==> config.mk <==
export PLATFORM = sky130hd
export DESIGN_NAME = gmps_sum_path
export DESIGN_NICKNAME = d
export VERILOG_FILES = /design/src/rtl/gmps_pkg.sv /design/src/rtl/gmps_sum_path.sv
export SDC_FILE = /design/constraint.sdc
export NUM_CORES = 2
export LEC_CHECK = 0
export BUFFER_PORTS_ARGS = -buffer_cell sky130_fd_sc_hd__buf_2
export CORE_MARGIN = 4
export CORE_UTILIZATION = 50
export DETAILED_ROUTE_END_ITERATION = 12
export PLACE_DENSITY = 0.63
export SETUP_SLACK_MARGIN = 0.15
export SYNTH_ARGS = -nofsm -noshare
export SYNTH_HDL_FRONTEND = slang
export SYNTH_SLANG_ARGS = --single-unit
==> constraint.sdc <==
create_clock -name clock -period 21.6 [get_ports clock]
set_input_delay 1.08 -clock clock [delete_from_list [all_inputs] [get_ports clock]]
set_output_delay 1.08 -clock clock [all_outputs]
set_load 0.02 [all_outputs]
==> src/rtl/gmps_pkg.sv <==
// Shared widths, direction codes and control bundles for the grid max path sum block.
// No dependencies; every other file of the block refers to it by scoped names.
`timescale 1ns / 1ps
`default_nettype none

package gmps_pkg;

   localparam int MAX_GRID = 32;
   localparam int CELL_W   = 16;
   localparam int COL_W    = 5;
   localparam int GRID_W   = 6;
   localparam int SUM_W    = 24;
   localparam int DIR_W    = 2;
   localparam int ADDR_W   = 2 * COL_W;

   localparam logic [DIR_W-1:0] DIR_STRAIGHT = 2'd0;
   localparam logic [DIR_W-1:0] DIR_LEFT     = 2'd1;
   localparam logic [DIR_W-1:0] DIR_RIGHT    = 2'd2;

   // Row sum memory and predecessor window control
   typedef struct packed {
      logic             wr_en;
      logic             wr_bank;
      logic [COL_W-1:0] wr_col;
      logic             first_row;
      logic             single_col;
      logic             at_left;
      logic             at_right;
      logic             shift;
      logic             rd_en;
      logic             rd_bank;
      logic [COL_W-1:0] rd_col;
   } sum_ctrl_type;

   // Cell and direction memory control
   typedef struct packed {
      logic              wr_en;
      logic [ADDR_W-1:0] wr_addr;
      logic              cell_rd_en;
      logic              dir_rd_en;
      logic [ADDR_W-1:0] rd_addr;
   } mem_ctrl_type;

endpackage

`default_nettype wire

==> src/rtl/gmps_sum_path.sv <==
// Row sum memory (two banks by row parity), predecessor window and best-sum update.
// Depends on gmps_pkg for widths, direction codes and the sum control bundle.
`timescale 1ns / 1ps
`default_nettype none

module gmps_sum_path (
   input  wire logic                               clock,
   input  wire gmps_pkg::sum_ctrl_type             ctrl,
   input  wire logic signed [gmps_pkg::CELL_W-1:0] cell_value,
   output logic [gmps_pkg::DIR_W-1:0]              dir_out,
   output logic signed [gmps_pkg::SUM_W-1:0]       rd_sum
);

   localparam int SUM_W = gmps_pkg::SUM_W;
   localparam int CELL_W = gmps_pkg::CELL_W;
   localparam logic signed [SUM_W-1:0] SUM_MAX = {1'b0, {(SUM_W-1){1'b1}}};
   localparam logic signed [SUM_W-1:0] SUM_MIN = {1'b1, {(SUM_W-1){1'b0}}};

   logic signed [SUM_W-1:0] sum_mem [2 * gmps_pkg::MAX_GRID];
   logic signed [SUM_W-1:0] rd_sum_ff;
   logic signed [SUM_W-1:0] win_l_ff;
   logic signed [SUM_W-1:0] win_s_ff;
   logic signed [SUM_W-1:0] best;
   logic signed [SUM_W:0]   wide;
   logic signed [SUM_W-1:0] new_sum;
   logic [gmps_pkg::DIR_W-1:0] dir;

   // Window: win_l = left, win_s = straight, rd_sum_ff = right predecessor
   always_comb begin
      best = win_s_ff;
      dir  = gmps_pkg::DIR_STRAIGHT;
      if (ctrl.first_row || ctrl.single_col) begin
         best = win_s_ff;
         dir  = gmps_pkg::DIR_STRAIGHT;
      end else if (ctrl.at_left) begin
         if (rd_sum_ff > best) begin
            best = rd_sum_ff;
            dir  = gmps_pkg::DIR_RIGHT;
         end
      end else if (ctrl.at_right) begin
         if (win_l_ff > best) begin
            best = win_l_ff;
            dir  = gmps_pkg::DIR_LEFT;
         end
      end else begin
         best = win_l_ff;
         dir  = gmps_pkg::DIR_LEFT;
         if (win_s_ff > best) begin
            best = win_s_ff;
            dir  = gmps_pkg::DIR_STRAIGHT;
         end
         if (rd_sum_ff > best) begin
            best = rd_sum_ff;
            dir  = gmps_pkg::DIR_RIGHT;
         end
      end
      if (ctrl.first_row) begin
         best = '0;
      end
      wide = {best[SUM_W-1], best} +
             {{(SUM_W+1-CELL_W){cell_value[CELL_W-1]}}, cell_value};
      // Clamp to the signed sum range on overflow
      if (wide[SUM_W] != wide[SUM_W-1]) begin
         new_sum = wide[SUM_W] ? SUM_MIN : SUM_MAX;
      end else begin
         new_sum = wide[SUM_W-1:0];
      end
   end

   always_ff @(posedge clock) begin
      if (ctrl.wr_en) begin
         sum_mem[{ctrl.wr_bank, ctrl.wr_col}] <= new_sum;
      end
      if (ctrl.rd_en) begin
         rd_sum_ff <= sum_mem[{ctrl.rd_bank, ctrl.rd_col}];
      end
      if (ctrl.shift) begin
         win_l_ff <= win_s_ff;
         win_s_ff <= rd_sum_ff;
      end
   end

   assign dir_out = dir;
   assign rd_sum  = rd_sum_ff;

endmodule

`default_nettype wire

Word-level counts from Yosys, hierarchy flattened:

Memories as Yosys holds them, arrays and structs flattened. A register that Yosys moved wholly into a read port is not among the register bits.
Index checks and enable logic that the tools add are counted.

* register bits: 48
* bits in writable memories: 1536
* input port bits: 36
* logic and storage cells: 32
* memories kept: 1

* order comparisons: 4
* equality and inequality tests: 1
* muxes and demuxes: 22
* add/sub/neg operators: 1
* reductions and logical operators: 1

Memories
* sum_mem: words 64, bits a word 24, read ports 1, clocked after memory_dff 1, write ports 1, RTL line gmps_sum_path.sv:19 `logic signed [SUM_W-1:0] sum_mem [2 * gmps_pkg::MAX_GRID];`

Operators with widths (number)
* 2-to-1 mux 24 bit: 13
* greater-than comparator 24 bit: 4
* adder 24 x 16 -> 25 bit: 1
* 2-to-1 mux 2 bit: 5
* 2-to-1 mux 1 bit: 4
* logical OR 1 bit: 1
* != test 1 bit: 1

Depth between registers and ports, before layout:

* depth in word-level cells: 14
* mapped depth: 31
* gate-level depth less buffers: 29

Least setup slack after synthesis:

No wires, ideal clock.

* path type: reg2reg
* from: register win_s_ff[1]
* to: memory sum_mem[0][17] (data pin)
* stages on the path, launching flop included: 30
* library setup time: 0.720 ns
* slack: 11.876 ns
* arrival time: 9.004 ns
* required time: 20.880 ns
* cells stage by stage: edfxtp_1 ha_1 nor2b_1 o211a_1 o2111ai_1 a21oi_1 a211oi_4 buf_6 mux2i_1 inv_1 ha_1 a211oi_1 o21a_1 o31ai_1 mux2i_1 a31oi_1 nand4_1 nor2_1 nor4b_1 ha_1 inv_1 fa_1 nand2b_1 a2111oi_4 nor4_2 o31ai_4 nand3_1 a21oi_4 nor3_4 o31ai_1

* longest elaborated chain between the ends: 14
* elaborated cells between the ends (all ways): 19
* classes of those cells: 1 x add/sub; 4 x order compare; 1 x eq/ne; 13 x mux

RTL lines
* from (decl): RTL line gmps_sum_path.sv:22 `logic signed [SUM_W-1:0] win_s_ff;`
* from (signal assigned): RTL line gmps_sum_path.sv:79 `win_s_ff <= rd_sum_ff;`
* greater-than comparator 24 bit: RTL line gmps_sum_path.sv:48 `if (win_s_ff > best) begin`
* 2-to-1 mux 24 bit: RTL line gmps_sum_path.sv:48
* 2-to-1 mux 24 bit: RTL line gmps_sum_path.sv:40 `end else if (ctrl.at_right) begin`
* 2-to-1 mux 24 bit: RTL line gmps_sum_path.sv:35 `end else if (ctrl.at_left) begin`
* 2-to-1 mux 24 bit: RTL line gmps_sum_path.sv:32 `if (ctrl.first_row || ctrl.single_col) begin`
* greater-than comparator 24 bit: RTL line gmps_sum_path.sv:52 `if (rd_sum_ff > best) begin`
* 2-to-1 mux 24 bit: RTL line gmps_sum_path.sv:52
* 2-to-1 mux 24 bit: RTL line gmps_sum_path.sv:40
* 2-to-1 mux 24 bit: RTL line gmps_sum_path.sv:35
* 2-to-1 mux 24 bit *: RTL line gmps_sum_path.sv:32
* 2-to-1 mux 24 bit *: RTL line gmps_sum_path.sv:57 `if (ctrl.first_row) begin`
* adder 24 x 16 -> 25 bit *: RTL line gmps_sum_path.sv:60 `wide = {best[SUM_W-1], best} +`
* 2-to-1 mux 24 bit / != test 1 bit (equally long branches): RTL line gmps_sum_path.sv:64, gmps_sum_path.sv:63
* 2-to-1 mux 24 bit *: RTL line gmps_sum_path.sv:63 `if (wide[SUM_W] != wide[SUM_W-1]) begin`
* net new_sum[17]: RTL line gmps_sum_path.sv:25 `logic signed [SUM_W-1:0] new_sum;`
* to (decl): RTL line gmps_sum_path.sv:19

The timed path passes the listed nets; every way through them passes the cells marked *. The select of a mux whose other input is x is not followed.

Worst setup path in the final report:

* from: register win_s_ff[23]
* to: memory sum_mem[38][11] (data pin)

Same word-level chain as after synthesis.

==> results.cfg <==
[run_status]
outcome = finished, final reports clean

[run]
drv_cap = 0

[timing]
finalClockSkew_ns = 0.0301
hold_viol = 0
worst_pin_slew_ns = 1.31
finalCritPeriodShare = 0.475
slew_headroom = 0.125
fmax_mhz = 97.4
period_needed_ns = 10.26
finalSetupTns_ns = 0
setup_violations = 0
grt_setup_unrepaired = no
slew_violations = 0

[grt]
grt_overflow_total = 0
grt_pass1_vias = 33345
grt_usage = 0.274
grt_max_degree = 119
antenna_found_initial = 8
grt_pass1_wl_um = 260000

[power_and_ir_drop]
power.density_mw_per_mm2 = 103
finalPower_mw = 7.64
cellLeakagePower_nw = 23.9
ir_worst_vdd_mv = 0.0749

[floorplan]
num_rows = 132
pin_count = 62
die_w_um = 371
start_util = 0.506
coreArea_mm2 = 0.130
die_y_um = 371
die_area_mm2 = 0.137

[worst_setup_path]
path_class = flip-flop to flip-flop
cp_slowest_cell = o21ai_4
r2r-start = win_s_ff[23]$_DFFE_PP_
cp-end-kind = flip-flop
cp.arrival_ns = 10.65
critPathBufInv = 5
cp-start-kind = flip-flop
worstRegToRegCells = 31
crit_path_max_fanout = 64
required_ns = 21.99
r2r_end = sum_mem[38][11]$_DFFE_PP_
reg2reg_slack_ns = 11.34
cp_top_family = compound AO/OA/AOI/OAI gates
critPathMaxStageDelay_ns = 1.06

[synthesis]
ys_async_sr_fraction = 0
ys_warn_count = 0
postSynthAreaPerCell_um2 = 21.7
yosysTopAreaCellShare = 0.734
ys.flop_type = edfxtp_1
yosysTopAreaCell = edfxtp_1
synth_top_cells_by_area = edfxtp_1, mux4_2, ha_1, mux2i_1, nor2_1
syn_nets = 3164
ys_types = 75
synthCells = 3031
synth_enable_flop_cells = 1608
seq_area_frac_synth = 0.734
netlist_area_mm2 = 0.0658
ys_ff_latch = 1608

[min_path]
hold_class = flip-flop to flip-flop
hold_depth = 0
hold_start = win_s_ff[5]$_DFFE_PP_
holdPathEnd = win_l_ff[5]$_DFFE_PP_

[clock_network]
cts_buffer_depth = 3
hold_buffers = 0
cts_root_buffer = clkbuf_16
cts-resized-gates = 0
path_clk_slew_ns = 0.06
cts_setup_buffers = 0
clk_latency_ns = 0.79
cts_made_buffers = 163
htree_levels = 4
numClockSinks = 1608
cts_tree = built

[cells_and_area]
fill_cells = 9473
layout.nets = 3365
final_core_util = 0.572
n_antenna_cell = 0
area_growth_pct = 13.1
multi_input_comb_area_mm2 = 0.0171
final_layout_size_suffix_gt1_frac = 0.307
seq_area_mm2 = 0.0483

[route]
vias = 34076
remaining_drc_errors = 0
ant_nets = 0
via_per_inst = 6.68
drtIter0Drc = 5351
dr.pass1.iters = 7
wl_um = 186000
post_drt_wl_per_cell_um = 36.5

[place]
dp_hpwl_um = 101000
io_buffer_count = 61
place_congestion = 0.918
[final cells by class]
type | instances | share of cell area
Sequential cell | 1608 | 0.649
Multi-Input combinational cell | 1205 | 0.229
Clock buffer | 201 | 0.0576
Tap cell | 1742 | 0.0293
Timing Repair Buffer | 187 | 0.0200
Clock inverter | 94 | 0.0113
Inverter | 67 | 0.00338
[layer usage]
metal,global-route usage,vias up,routed length [µm],share of wire
met5,0,-,30,0.00016
met4,0.0755,4,4830,0.026
met3,0.0596,307,19900,0.11
met2,0.423,2052,88200,0.47
met1,0.401,18409,73400,0.39
li1,-,13304,-,-
[worst max-delay path by stage]
stage	startpoint	endpoint	cells after the start
CTS	win_s_ff[23]$_DFFE_PP_	sum_mem[49][14]$_DFFE_PP_	31
global route	win_s_ff[23]$_DFFE_PP_	sum_mem[52][11]$_DFFE_PP_	31
finish	win_s_ff[23]$_DFFE_PP_	sum_mem[38][11]$_DFFE_PP_	31
floorplan	win_s_ff[1]$_DFFE_PP_	sum_mem[0][17]$_DFFE_PP_	29
detailed placement	win_s_ff[23]$_DFFE_PP_	sum_mem[17][14]$_DFFE_PP_	31
global placement	win_s_ff[7]$_DFFE_PP_	sum_mem[16][14]$_DFFE_PP_	31
[cell usage in the layout (no fill, tap or decap), types with 6 or more instances in the layout]
master,count
inv_6,7
nor2_1,35
o31ai_1,6
nand2_1,51
nand3_1,24
o221ai_1,13
xnor2_1,13
o21a_1,11
inv_1,65
ha_1,96
a221o_1,20
buf_12,10
mux2i_1,45
a21oi_1,38
a21o_1,29
mux4_2,504
o21ai_0,29
nand2b_1,11
o21ai_4,14
clkbuf_16,166
edfxtp_1,1608
clkinv_2,27
buf_2,56
clkinv_1,38
nor2b_1,14
nor3_1,29
nor3_2,6
buf_4,114
nor2_4,25
bufinv_16,13
and2_1,14
clkbuf_1,35
a211oi_1,9
nand4_1,12
nor3b_1,13
nor2_2,38
[power by group]
part           switching [mW]  total [mW]  internal, mW  leakage, nW
Clock                    1.17        2.73          1.57         2.51
Combinational           0.702       0.991         0.289         6.89
Sequential             0.0270        3.91          3.89         14.5
Total                    1.90        7.64          5.74         23.9
[kinds of logic after synthesis]
logic type,share of synthesized area
AND/OR/NAND/NOR,0.0230
buffers and inverters,0.0147
XOR/XNOR,0.00240
multiplexers,0.180
AO/OA/AOI/OAI,0.0265
flip-flops,0.734
adder cells (fa/ha/maj),0.0192
[synth_stat cells, types with 24 or more instances]
master and n:
inv_1 66, ha_1 96, edfxtp_1 1608, nand2_1 51, nor2_1 98, a21oi_1 42, nand3_1 24, a21o_1 29
nor3_1 31, o21ai_0 35, clkbuf_1 86, mux2i_1 45, buf_2 34, mux4_2 504
[through the flow]
step           hold slack (ns)  setup slack [ns]  cells  instance area [µm²]
2_1_floorplan            0.493             11.88   3031                65800
3_3_place_gp             0.514             11.53   4797                69000
3_5_place_dp             0.529             11.21   4797                69000
4_1_cts                  0.535             11.17   5092                74100
5_1_grt                  0.554             10.70   5104                74400
6_report                 0.541             11.34   5104                74400
[state kept, by name, summed over array words and instances (netlist names)]
signal and count:
rd_sum 24, sum_mem 1536, win_s_ff 24, win_l_ff 24
No activity file was read; power rests on OpenSTA's default activity.
